## config.mk

```make
export PLATFORM = sky130hd
export DESIGN_NAME = softmax_slice_flat
export DESIGN_NICKNAME = d
export VERILOG_FILES = /design/src/rtl/core/smx_pkg.sv /design/src/rtl/core/smx_if.sv /design/src/rtl/core/softmax_slice.sv /design/src/rtl/core/smx_exp.sv /design/src/rtl/core/smx_div.sv /design/src/flat_wrapper.sv
export SDC_FILE = /design/constraint.sdc
export NUM_CORES = 2
export LEC_CHECK = 0
export ABC_AREA = 0
export BUFFER_PORTS_ARGS = -buffer_cell sky130_fd_sc_hd__buf_2
export CORE_UTILIZATION = 60
export CTS_CLUSTER_DIAMETER = 50
export DETAILED_ROUTE_END_ITERATION = 16
export MAX_ROUTING_LAYER = met4
export PLACE_DENSITY = 0.87
export SETUP_SLACK_MARGIN = 0.3
export SLEW_MARGIN = 25
export SYNTH_ARGS = -nofsm -noshare
export SYNTH_HDL_FRONTEND = slang
export SYNTH_HIERARCHICAL = 1
export SYNTH_SLANG_ARGS = --single-unit
```

## constraint.sdc

```tcl
create_clock -name clk_i -period 12.9 [get_ports clk_i]
set_input_delay 1.29 -clock clk_i [delete_from_list [all_inputs] [get_ports clk_i]]
set_output_delay 1.29 -clock clk_i [all_outputs]
set_load 0.01 [all_outputs]
```

## src/rtl/core/smx_pkg.sv

```systemverilog
// package for the softmax slice block
// constants, exp table and shared types; no dependencies
package smx_pkg;
  localparam int MaxLen   = 64;
  localparam int IdxW     = $clog2(MaxLen);
  localparam int CntW     = IdxW + 1;
  localparam int SumW     = IdxW + 17;
  localparam int ExpW     = 17;
  localparam logic [16:0] Log2eQ16 = 17'd94548;
  localparam logic signed [15:0] MinLogit = -16'sd32768;

  typedef logic [IdxW-1:0] idx_t;
  typedef logic [CntW-1:0] cnt_t;

  function automatic logic [16:0] pow2_frac(input logic [4:0] j);
    logic [16:0] v;
    unique case (j)
      5'd0: v = 17'd65536;  5'd1: v = 17'd62757;  5'd2: v = 17'd60097;
      5'd3: v = 17'd57549;  5'd4: v = 17'd55109;  5'd5: v = 17'd52773;
      5'd6: v = 17'd50535;  5'd7: v = 17'd48393;  5'd8: v = 17'd46341;
      5'd9: v = 17'd44376;  5'd10: v = 17'd42495; 5'd11: v = 17'd40693;
      5'd12: v = 17'd38968; 5'd13: v = 17'd37316; 5'd14: v = 17'd35734;
      5'd15: v = 17'd34219; default: v = 17'd32768;
    endcase
    return v;
  endfunction
endpackage

```

## src/rtl/core/smx_if.sv

```systemverilog
// valid/ready channel interfaces for the softmax slice
// depends on nothing
interface smx_in_if;
  logic              valid;
  logic              ready;
  logic signed [15:0] logit;
  logic              last_in;
  modport source (output valid, logit, last_in, input ready);
  modport sink   (input valid, logit, last_in, output ready);
endinterface

interface smx_out_if;
  logic        valid;
  logic        ready;
  logic [15:0] prob;
  logic        last_out;
  modport source (output valid, prob, last_out, input ready);
  modport sink   (input valid, prob, last_out, output ready);
endinterface

```

## src/rtl/core/softmax_slice.sv

```systemverilog
// softmax over one slice: store, exp-sum pass, divide pass
// depends on smx_pkg, smx_if, smx_exp, smx_div
//
//  channel   dir  beat payload        handshake
//  in_if     in   logit, last_in      valid/ready
//  out_if    out  prob, last_out      valid/ready
//
// load: one logit per cycle into the element ram, max tracked on the fly
// sum pass: one ram read per cycle, exp unit pipelined
// divide pass: per element a ram read and exp, then the divider, then the beat is
//   registered and held until taken; the next element starts after that handshake
// input is held off (ready low) from the slice's end until its last beat leaves
// output stall freezes the divide pass; reset clears control, not the ram
module softmax_slice (
  input logic   clk_i,
  input logic   rst_ni,
  smx_in_if.sink    in_if,
  smx_out_if.source out_if
);
  import smx_pkg::*;

  typedef enum logic [4:0] {
    S_LOAD = 5'b00001, S_SUM = 5'b00010, S_RD = 5'b00100,
    S_DIV  = 5'b01000, S_OUT = 5'b10000
  } state_e;

  state_e state_q;
  logic signed [15:0] mem [MaxLen];
  logic signed [15:0] rdata_q, max_q, max_d;
  cnt_t cnt_q, idx_q;
  logic [SumW-1:0] sum_q;
  logic [3:0] vld_q;          // sum pass pipeline: ram, sub, exp t, exp out
  logic [4:0] rdp_q;          // divide pass: addr, ram, sub, exp t, exp out
  logic [15:0] a;
  logic [16:0] e;
  logic rd_en, div_start, div_done, acc, endslice;
  logic [15:0] q;
  logic [15:0] a_q;

  assign acc = in_if.valid && in_if.ready;
  assign in_if.ready = (state_q == S_LOAD);
  assign max_d = (in_if.logit > max_q) ? in_if.logit : max_q;
  assign endslice = in_if.last_in || (cnt_q == cnt_t'(MaxLen - 1));

  always_ff @(posedge clk_i) begin
    if (acc) mem[cnt_q[IdxW-1:0]] <= in_if.logit;
    rdata_q <= mem[idx_q[IdxW-1:0]];
  end

  assign a = 16'(max_q - rdata_q);
  always_ff @(posedge clk_i) a_q <= a;

  smx_exp u_exp (.clk_i, .a_i(a_q), .e_o(e));

  // exp result is valid once the read pipeline reaches its last stage
  assign div_start = rdp_q[4];
  smx_div u_div (.clk_i, .rst_ni, .start_i(div_start), .e_i(e), .den_i(sum_q),
                 .done_o(div_done), .q_o(q));

  assign rd_en = (state_q == S_SUM) && (idx_q < cnt_q);

  always_ff @(posedge clk_i or negedge rst_ni) begin
    if (!rst_ni) begin
      state_q <= S_LOAD;
      max_q   <= MinLogit;
      cnt_q   <= '0;
      idx_q   <= '0;
      sum_q   <= '0;
      vld_q   <= '0;
      rdp_q   <= '0;
      out_if.valid <= 1'b0;
    end else begin
      vld_q <= {vld_q[2:0], rd_en};
      rdp_q <= {rdp_q[3:0], 1'b0};
      unique case (state_q)
        S_LOAD: if (acc) begin
          cnt_q <= cnt_q + cnt_t'(1);
          max_q <= max_d;
          if (endslice) begin
            state_q <= S_SUM;
            idx_q   <= '0;
            sum_q   <= '0;
          end
        end
        S_SUM: begin
          if (rd_en) idx_q <= idx_q + cnt_t'(1);
          if (vld_q[3]) sum_q <= sum_q + SumW'(e);
          if (!rd_en && vld_q == 4'd0 && idx_q == cnt_q) begin
            state_q <= S_RD;
            idx_q   <= '0;
            rdp_q   <= 5'b00001;
          end
        end
        S_RD: if (rdp_q[4]) state_q <= S_DIV;
        S_DIV: if (div_done) begin
          out_if.valid    <= 1'b1;
          out_if.last_out <= (idx_q + cnt_t'(1) == cnt_q);
          out_if.prob     <= q;
          state_q <= S_OUT;
        end
        S_OUT: if (out_if.ready) begin
          out_if.valid <= 1'b0;
          if (idx_q + cnt_t'(1) == cnt_q) begin
            state_q <= S_LOAD;
            cnt_q   <= '0;
            max_q   <= MinLogit;
            sum_q   <= '0;
          end else begin
            idx_q   <= idx_q + cnt_t'(1);
            rdp_q   <= 5'b00001;
            state_q <= S_RD;
          end
        end
        default: state_q <= S_LOAD;
      endcase
    end
  end
endmodule

```

## src/rtl/core/smx_exp.sv

```systemverilog
// two-stage fixed-point exp(-a/256), Q1.16 result
// depends on smx_pkg
module smx_exp (
  input  logic        clk_i,
  input  logic [15:0] a_i,
  output logic [16:0] e_o
);
  import smx_pkg::*;
  logic [32:0] t_q;
  logic [16:0] hi, lo, base;
  logic [33:0] prod;
  logic [8:0]  n;
  always_ff @(posedge clk_i) t_q <= {17'd0, a_i} * {16'd0, Log2eQ16};
  assign n    = t_q[32:24];
  assign hi   = pow2_frac({1'b0, t_q[23:20]});
  assign lo   = pow2_frac({1'b0, t_q[23:20]} + 5'd1);
  assign prod = (hi - lo) * {1'b0, t_q[19:4]};
  assign base = hi - prod[32:16];
  always_ff @(posedge clk_i) e_o <= (n >= 9'd17) ? 17'd0 : (base >> n[4:0]);
endmodule

```

## src/rtl/core/smx_div.sv

```systemverilog
// restoring divider: floor((num + den/2) / den) saturated to 16 bits
// depends on smx_pkg
module smx_div (
  input  logic        clk_i,
  input  logic        rst_ni,
  input  logic        start_i,
  input  logic [16:0] e_i,
  input  logic [smx_pkg::SumW-1:0] den_i,
  output logic        done_o,
  output logic [15:0] q_o
);
  import smx_pkg::*;
  localparam int NumW = 34;
  logic [NumW-1:0] rem_q, rem_d;
  logic [NumW-1:0] quo_q;
  logic [SumW-1:0] den_q;
  logic [5:0]      cnt_q;
  logic            busy_q;
  logic [NumW:0]   trial;
  logic [NumW-1:0] num_q;

  assign rem_d = {rem_q[NumW-2:0], num_q[NumW-1]};
  assign trial = {1'b0, rem_d} - {{(NumW+1-SumW){1'b0}}, den_q};

  always_ff @(posedge clk_i or negedge rst_ni) begin
    if (!rst_ni) begin
      busy_q <= 1'b0;
      done_o <= 1'b0;
      cnt_q  <= '0;
    end else begin
      done_o <= 1'b0;
      if (start_i) begin
        busy_q <= 1'b1;
        cnt_q  <= 6'(NumW);
      end else if (busy_q) begin
        cnt_q <= cnt_q - 6'd1;
        if (cnt_q == 6'd1) begin
          busy_q <= 1'b0;
          done_o <= 1'b1;
        end
      end
    end
  end

  always_ff @(posedge clk_i) begin
    if (start_i) begin
      num_q <= {1'b0, e_i, 16'd0} + {{(NumW-SumW+1){1'b0}}, den_i[SumW-1:1]};
      den_q <= den_i;
      rem_q <= '0;
      quo_q <= '0;
    end else if (busy_q) begin
      num_q <= {num_q[NumW-2:0], 1'b0};
      if (!trial[NumW]) begin
        rem_q <= trial[NumW-1:0];
        quo_q <= {quo_q[NumW-2:0], 1'b1};
      end else begin
        rem_q <= rem_d;
        quo_q <= {quo_q[NumW-2:0], 1'b0};
      end
    end
  end

  assign q_o = (|quo_q[NumW-1:16]) ? 16'hFFFF : quo_q[15:0];
endmodule

```

## src/flat_wrapper.sv

```systemverilog
// flat-port wrapper written by rule: the top's interface ports become plain ports
module softmax_slice_flat import smx_pkg::*;
  (clk_i, rst_ni, in_if_valid, in_if_logit, in_if_last_in, in_if_ready, out_if_valid, out_if_prob, out_if_last_out, out_if_ready);
  smx_in_if in_if_i ();
  smx_out_if out_if_i ();
  input logic clk_i;
  input logic rst_ni;
  input wire logic [$bits(in_if_i.valid)-1:0] in_if_valid;
  input wire logic [$bits(in_if_i.logit)-1:0] in_if_logit;
  input wire logic [$bits(in_if_i.last_in)-1:0] in_if_last_in;
  output wire logic [$bits(in_if_i.ready)-1:0] in_if_ready;
  output wire logic [$bits(out_if_i.valid)-1:0] out_if_valid;
  output wire logic [$bits(out_if_i.prob)-1:0] out_if_prob;
  output wire logic [$bits(out_if_i.last_out)-1:0] out_if_last_out;
  input wire logic [$bits(out_if_i.ready)-1:0] out_if_ready;
  assign in_if_i.valid = in_if_valid;
  assign in_if_i.logit = in_if_logit;
  assign in_if_i.last_in = in_if_last_in;
  assign in_if_ready = in_if_i.ready;
  assign out_if_valid = out_if_i.valid;
  assign out_if_prob = out_if_i.prob;
  assign out_if_last_out = out_if_i.last_out;
  assign out_if_i.ready = out_if_ready;
  softmax_slice u_core (.clk_i(clk_i), .rst_ni(rst_ni), .in_if(in_if_i), .out_if(out_if_i));
endmodule
```

# --- Word level (Yosys, flattened, before mapping) ---
# Memories as Yosys holds them, arrays and structs flattened. A register that Yosys moved wholly into a read port is not among the register bits.
# Index checks and enable logic that the tools add are counted.
op_classes:
  n_addsub: 10
  multipliers: 2
  n_lt_le_gt_ge: 3
  eq_ne: 20
  shifts: 1
  muxes: 52
  reduce_logical: 19
op_table:
  columns: ["cell", "n"]
  rows:
  - ["2-to-1 mux 23 bit", 5]
  - ["one-hot mux 23 bit (3 select lines)", 1]
  - ["2-to-1 mux 34 bit", 2]
  - ["2-to-1 mux 16 bit", 4]
  - ["2-to-1 mux 7 bit", 9]
  - ["2-to-1 mux 5 bit", 9]
  - ["subtractor 34 x 23 -> 35 bit", 1]
  - ["adder 33 x 22 -> 34 bit", 1]
  - ["multiplier 18 x 17 -> 33 bit", 1]
  - ["2-to-1 mux 33 bit", 1]
  - ["one-hot mux 16 bit (2 select lines)", 1]
  - ["multiplier 16 x 15 -> 31 bit, second input constant", 1]
  - ["one-hot mux 5 bit (5 select lines)", 1]
  - ["adder 23 x 17 -> 23 bit", 1]
  - ["one-hot mux 7 bit (3 select lines)", 1]
  - ["AND reduction 6 bit", 3]
  - ["OR reduction 18 bit", 1]
  - ["subtractor 17 x 17 -> 18 bit", 1]
  - ["2-to-1 mux 17 bit", 1]
  - [">> shifter 17 x 5 -> 17 bit", 1]
  - ["subtractor 17 bit", 1]
  - ["> comparator 16 bit", 1]
  - ["subtractor 16 bit", 1]
  - ["adder 7 x 1 -> 7 bit, second input constant", 2]
  - ["other kinds (30)", 56]
totals:
  ff_bits: 281
  mem_bits_rw: 1024
  romBits: 544
  input_bits: 21
  out_inout_bits: 19
  wordCells: 130
  memories: 3
mem_list:
  columns: ["memory", "depth", "word_bits", "read_ports", "rd_clocked_by_memory_dff", "write_ports", "line_no", "rtl"]
  rows:
  - ["u_core.mem", 64, 16, 1, 1, 1, "softmax_slice.sv:28", "logic signed [15:0] mem [MaxLen];"]
  - ["(no name shown)", 16, 17, 1, 1, 0, "smx_pkg.sv:17", "unique case (j)"]
  - ["(no name shown)", 16, 17, 1, 0, 0, "smx_pkg.sv:17", null]

# --- Depth between registers and ports, before layout ---
logic_depth:
  depth_word: 7
  mapped_depth: 53
  ltp_nobuf: 52

# --- Cells and area by module ---
# The synthesis kept the hierarchy.
by_module_without_submodules:
  columns: ["module", "n_inst", "cells_per_inst", "area_each_um2", "seq_area_each_um2"]
  rows:
  - ["softmax_slice", 1, 2331, 45766.4, 33604.7]
  - ["smx_exp", 1, 2048, 18511.5, 1261.2]
  - ["smx_div", 1, 711, 7160.6, 3253.1]

# --- Worst setup path after synthesis ---
# OpenSTA, ideal clock, no wires.
synth_timing:
  path_type: "register to register"
  start: "register u_core.u_exp.t_q[21]"
  end: "register u_core.u_exp.e_o[7]"
  setup_ns: 0.070
  arrival_time_ns: 11.787
  required_ns: 12.830
  path_slack_ns: 1.043
  path_stages_with_launch: 49
  n_path_buf: 3
  period_less_slack_ns: 11.857
  path_cell_list: "dfxtp_1 clkbuf_1 nand3_1 xnor2_1 clkbuf_1 mux4_2 inv_1 nand2_1 ha_1 o21a_1 o31a_1 o41a_1 nor2_1 o21ai_0 a21o_1 a21oi_1 xnor2_1 clkbuf_1 [... 13 more ...] a211oi_2 o41ai_1 o21ai_0 nand2b_1 and2_1 o311ai_0 ha_1 a21o_1 a21oi_1 o41ai_2 a211oi_1 o21ai_0 xnor2_1 or3_4 and3_4 o31a_1 a221o_1 a21oi_1"
synth_via:
  elab_chain_len: 7
synth_rtl:
  columns: ["item", "line_no", "rtl"]
  rows:
  - ["start: declaration", "smx_exp.sv:9", "logic [32:0] t_q;"]
  - ["start signal: assignment", "smx_exp.sv:13", "always_ff @(posedge clk_i) t_q <= {17'd0, a_i} * {16'd0, Log2eQ16};"]
  - ["adder 4 x 1 -> 5 bit *", "smx_exp.sv:16", "assign lo = pow2_frac({1'b0, t_q[23:20]} + 5'd1);"]
  - ["memory (16 x 17 bit)", null, null]
  - ["2-to-1 mux 17 bit *", "smx_pkg.sv:17", null]
  - ["subtractor 17 x 17 -> 18 bit *", "smx_exp.sv:17", "assign prod = (hi - lo) * {1'b0, t_q[19:4]};"]
  - ["multiplier 18 x 17 -> 33 bit *", "smx_exp.sv:17", null]
  - ["subtractor 17 bit *", "smx_exp.sv:18", "assign base = hi - prod[32:16];"]
  - [">> shifter 17 x 5 -> 17 bit *", "smx_exp.sv:19", "always_ff @(posedge clk_i) e_o <= (n >= 9'd17) ? 17'd0 : (base >> n[4:0]);"]
  - ["end signal: assignment", "smx_exp.sv:19", null]
  - ["end: declaration", "smx_exp.sv:6", "output logic [16:0] e_o"]
# Every way passes the cells marked *; elsewhere a longest branch is shown, timed or not.
# A chain may end at the register's enable or synchronous reset.

# --- Worst setup path after layout ---
layout_timing:
  start: "register u_core.u_exp.t_q[20]"
  end: "register u_core.u_exp.e_o[7]"
# The elaborated chain is that of the path after synthesis.

==> impl_metrics.sql <==
INSERT INTO impl_metrics (metric_group, metric, value, unit) VALUES
('run_status', 'status', 'complete, but fails checks', ''),
('run_status', 'violations', 'capacitance limit, slew limit', ''),
('placement', 'place.gp.congestion', '0.960', ''),
('logic_synthesis', 'synth.net_count', '5803', ''),
('logic_synthesis', 'yosys_warnings', '6', ''),
('setup_path', 'critical_path_buf_inv_count', '9', ''),
('setup_path', 'timing.critical_path.mode_cell', 'sky130_fd_sc_hd__fa_1', ''),
('cts', 'clock_insertion_delay_worst_skew', '0.74', 'ns'),
('cts', 'clock_tree.htree_level_count', '3', ''),
('sta', 'max_slew.worst_pin.slew', '1.77', 'ns'),
('global_route', 'grt_max_degree', '160', ''),
('layout', 'finish.net_count', '5875', ''),
('floorplan', 'die_height', '347', 'microns'),
('route', 'drt-vias-per-instance', '6.61', ''),
('sta', 'worst_slew_margin', '-17.9', '%'),
('route', 'detailedRoute.firstIterationViolations', '6375', ''),
('cts', 'clkTransAtPathRegs', '0.07', 'ns'),
('placement', 'portBuffers', '39', ''),
('cts', 'clock_tree.buffer_depth', '3', ''),
('global_route', 'grt_pass1_vias', '46046', ''),
('logic_synthesis', 'synth_top_cell_area_share', '46.2', '%'),
('setup_path', 'crit_fanout', '15', ''),
('logic_synthesis', 'avgSynthCellArea', '14.0', 'sq um'),
('setup_path', 'data_arrival_time_of_the_worst_path', '12.70', 'ns'),
('route', 'antenna_violating_nets_post_route', '0', ''),
('setup_path', 'slowest_stage', 'sky130_fd_sc_hd__fa_1', ''),
('sta', 'fmaxAchievable', '82.9', 'MHz'),
('route', 'detailroute.via_count', '45048', ''),
('route', 'route.detailed.wl_per_inst', '28.7', 'microns'),
('logic_synthesis', 'primary_ff_master_synth', 'sky130_fd_sc_hd__edfxtp_1', ''),
('layout', 'post_route_cells_drive_above_1_share', '14.7', '%'),
('floorplan', 'initial_core_utilization', '60.5', '%'),
('logic_synthesis', 'synth_cells', '5090', ''),
('logic_synthesis', 'synth.cell_area', '71400', 'sq um'),
('sta', 'min_period', '12.06', 'ns'),
('floorplan', 'std_cell_rows', '126', ''),
('min_path', 'worstHoldPathType', 'flip-flop to flip-flop', ''),
('run', 'max_cap_violations', '1', ''),
('logic_synthesis', 'postSynth.asyncResetShare', '5.69', '%'),
('floorplan', 'fp.dieArea', '120000', 'sq um'),
('route', 'number_of_optimization_iterations_in_the_first_detailed_route_pass', '9', ''),
('setup_path', 'maximum_cell_stage_delay_along_the_critical_path', '0.55', 'ns'),
('setup_path', 'endpoint_required_time_on_the_critical_path', '13.54', 'ns'),
('sta', 'setup_viol_count_final', '0', ''),
('setup_path', 'critical_path.startpoint_type', 'flip-flop', ''),
('global_route', 'global_route.overflow_total', '0', ''),
('sta', 'finalHoldViolCount', '0', ''),
('logic_synthesis', 'yosys-top-cells-area', 'sky130_fd_sc_hd__edfxtp_1 46%, sky130_fd_sc_hd__fa_1 10%, sky130_fd_sc_hd__mux4_2 9.1%', ''),
('global_route', 'groute.usage.overall', '33.5', '%'),
('global_route', 'global_route_wire_length_before_repair', '289', 'mm'),
('floorplan', 'boundaryPins', '40', ''),
('layout', 'area_growth', '8.90', '%'),
('sta', 'totalNegativeSetupSlack', '0', 'ns'),
('layout', 'fill_cells', '7642', ''),
('setup_path', 'timing.critical_path.to_type', 'flip-flop', ''),
('placement', 'place_hpwl', '118', 'mm'),
('cts', 'ctsRootBufferMaster', 'sky130_fd_sc_hd__clkbuf_16', ''),
('cts', 'cts.sink_count', '1336', ''),
('route', 'routed_wl', '196', 'mm'),
('setup_path', 'timing.critical_path.max_delay_family', 'adder cells', ''),
('global_route', 'number_of_antenna_violations_at_the_first_check_in_global_routing', '9', ''),
('logic_synthesis', 'post_synthesis_sequential_area_ratio', '53.4', '%'),
('sta', 'worst_hold_slack_after_final_layout', '0.373', 'ns'),
('logic_synthesis', 'netlist.top_cell.by_area', 'sky130_fd_sc_hd__edfxtp_1', ''),
('floorplan', 'die_width', '347', 'microns'),
('sta', 'finalMaxSlewViolations', '3', ''),
('sta', 'clock_skew', '0.0505', 'ns'),
('cts', 'clock_tree_from_tritoncts', 'built', ''),
('route', 'post-route-drc-count', '0', ''),
('cts', 'cts_buffers', '117', ''),
('logic_synthesis', 'synth.lib_cells_used.distinct', '94', ''),
('sta', 'finalCritPeriodShare', '93.5', '%'),
('logic_synthesis', 'synth_enable_flop_cells', '1098', ''),
('floorplan', 'placeableCoreArea', '118000', 'sq um'),
('sta', 'grt_setup_unrepaired', 'false', ''),
('setup_path', 'ws_path_type', 'flip-flop to flip-flop', ''),
('logic_synthesis', 'synth.ff_latch_count', '1336', '');
[cells in the final DEF, fill, tap and decap left out, types with 122 or more instances in the layout]
| master | instances |
|---|---|
| sky130_fd_sc_hd__a21oi_1 | 165 |
| sky130_fd_sc_hd__and2_1 | 122 |
| sky130_fd_sc_hd__buf_4 | 130 |
| sky130_fd_sc_hd__dfxtp_1 | 160 |
| sky130_fd_sc_hd__edfxtp_1 | 1098 |
| sky130_fd_sc_hd__fa_1 | 359 |
| sky130_fd_sc_hd__ha_1 | 329 |
| sky130_fd_sc_hd__inv_1 | 533 |
| sky130_fd_sc_hd__mux4_2 | 290 |
| sky130_fd_sc_hd__nand2_1 | 336 |
| sky130_fd_sc_hd__nor2_1 | 277 |
| sky130_fd_sc_hd__o21ai_0 | 137 |
[flip-flops by register name (all words and copies together), names as in the netlist, 17 cells and up]
signal / cells
u_core/u_div/quo_q: 34
u_core/u_exp/e_o: 17
u_core/sum_q: 23
u_core/u_div/den_q: 23
u_core/u_exp/t_q: 29
u_core/u_div/num_q: 34
u_core/u_div/rem_q: 33
u_core/u_exp/hi: 17
u_core/mem: 1024
[cell families after synthesis]
logic type | synth area share, %
AOI/OAI and AO/OA | 6.23
xor gates and xnor gates | 1.97
adders and majority gates | 15.9
buffers and inverters | 4.14
DFF | 53.4
muxes | 11.5
and+or+nand+nor | 6.87
[area by class of cell]
class	count	area [sq um]	area share [%]
clock inverters	77	736	0.946
inverters	537	2020	2.60
repair buffers	175	1280	1.65
well taps	1536	1920	2.47
clock buffers	146	3150	4.05
diodes	10	25.0	0.0322
multi-input cells	2995	30500	39.2
flip-flops and latches	1336	38100	49.0
[cells in the mapped netlist, drive strengths merged (7+ instances only)]
master  instances
o41ai          12
dfrtp          74
o31ai          25
a211oi         52
dfxtp         162
nand2b         46
nand4          23
o21bai         20
inv           535
mux2           45
clkbuf        158
or3            17
o211ai         19
a22oi          17
ha            333
a31oi          18
nand3b          7
xnor2         105
nor2          280
a21o           45
mux4          290
and3           18
a311oi         10
buf            64
a21boi         10
o21ai         145
nand3          56
and2          122
a21oi         170
mux2i         119
nor2b          39
edfxtp       1098
nand2         336
a221oi         21
nor4           17
o21a           32
or4             9
xor2           56
nor3           29
fa            359
[routing by layer]
metal | up-vias | track usage [%] | wire, microns
met5 | - | - | 0
li1 | 18621 | - | -
met1 | 22340 | 39.4 | 65100
met3 | 871 | 7.60 | 21500
met4 | 0 | 19.2 | 14200
met2 | 3216 | 53.3 | 94800
[final timing paths]
check	end	slack, ns	from	depth (start not counted)
worst max-delay path	u_core/u_exp/e_o[7]	0.84	u_core/u_exp/t_q[20]	47
worst min-delay path	u_core/vld_q[3]	0.37	u_core/vld_q[2]	0
worst max register to register	u_core/u_exp/e_o[7]	0.84	u_core/u_exp/t_q[20]	47
worst min register to register	u_core/vld_q[3]	0.37	u_core/vld_q[2]	0
max in group asynchronous	u_core/idx_q[0]	11.26	rst_ni	2
min in group asynchronous	u_core/sum_q[2]	0.42	rst_ni	1
[stage by stage]
step / instance area (sq um) / util, % / setup slack [ns] / instances
floorplan: 71400 / - / 1.04 / 5090
global placement: 73700 / 62.4 / 0.488 / 6573
detailed placement: 73700 / 62.4 / 0.348 / 6573
CTS: 77600 / 65.7 / 0.344 / 6796
global route: 77800 / 65.9 / 0.168 / 6810
finish: 77800 / 65.9 / 0.843 / 6812
[repair_timing]
action / in CTS / in global routing
pin swaps: 0 / 7
gates resized for setup: 1 / 33
buffers inserted: 0 / 3
endpoints found under the setup margin: 1 / 17
hold buffers: 0 / 0
gates cloned: 0 / 0
Power is not shown: default switching activity piles up to over one toggle a cycle in this logic, so the estimate is an artifact.
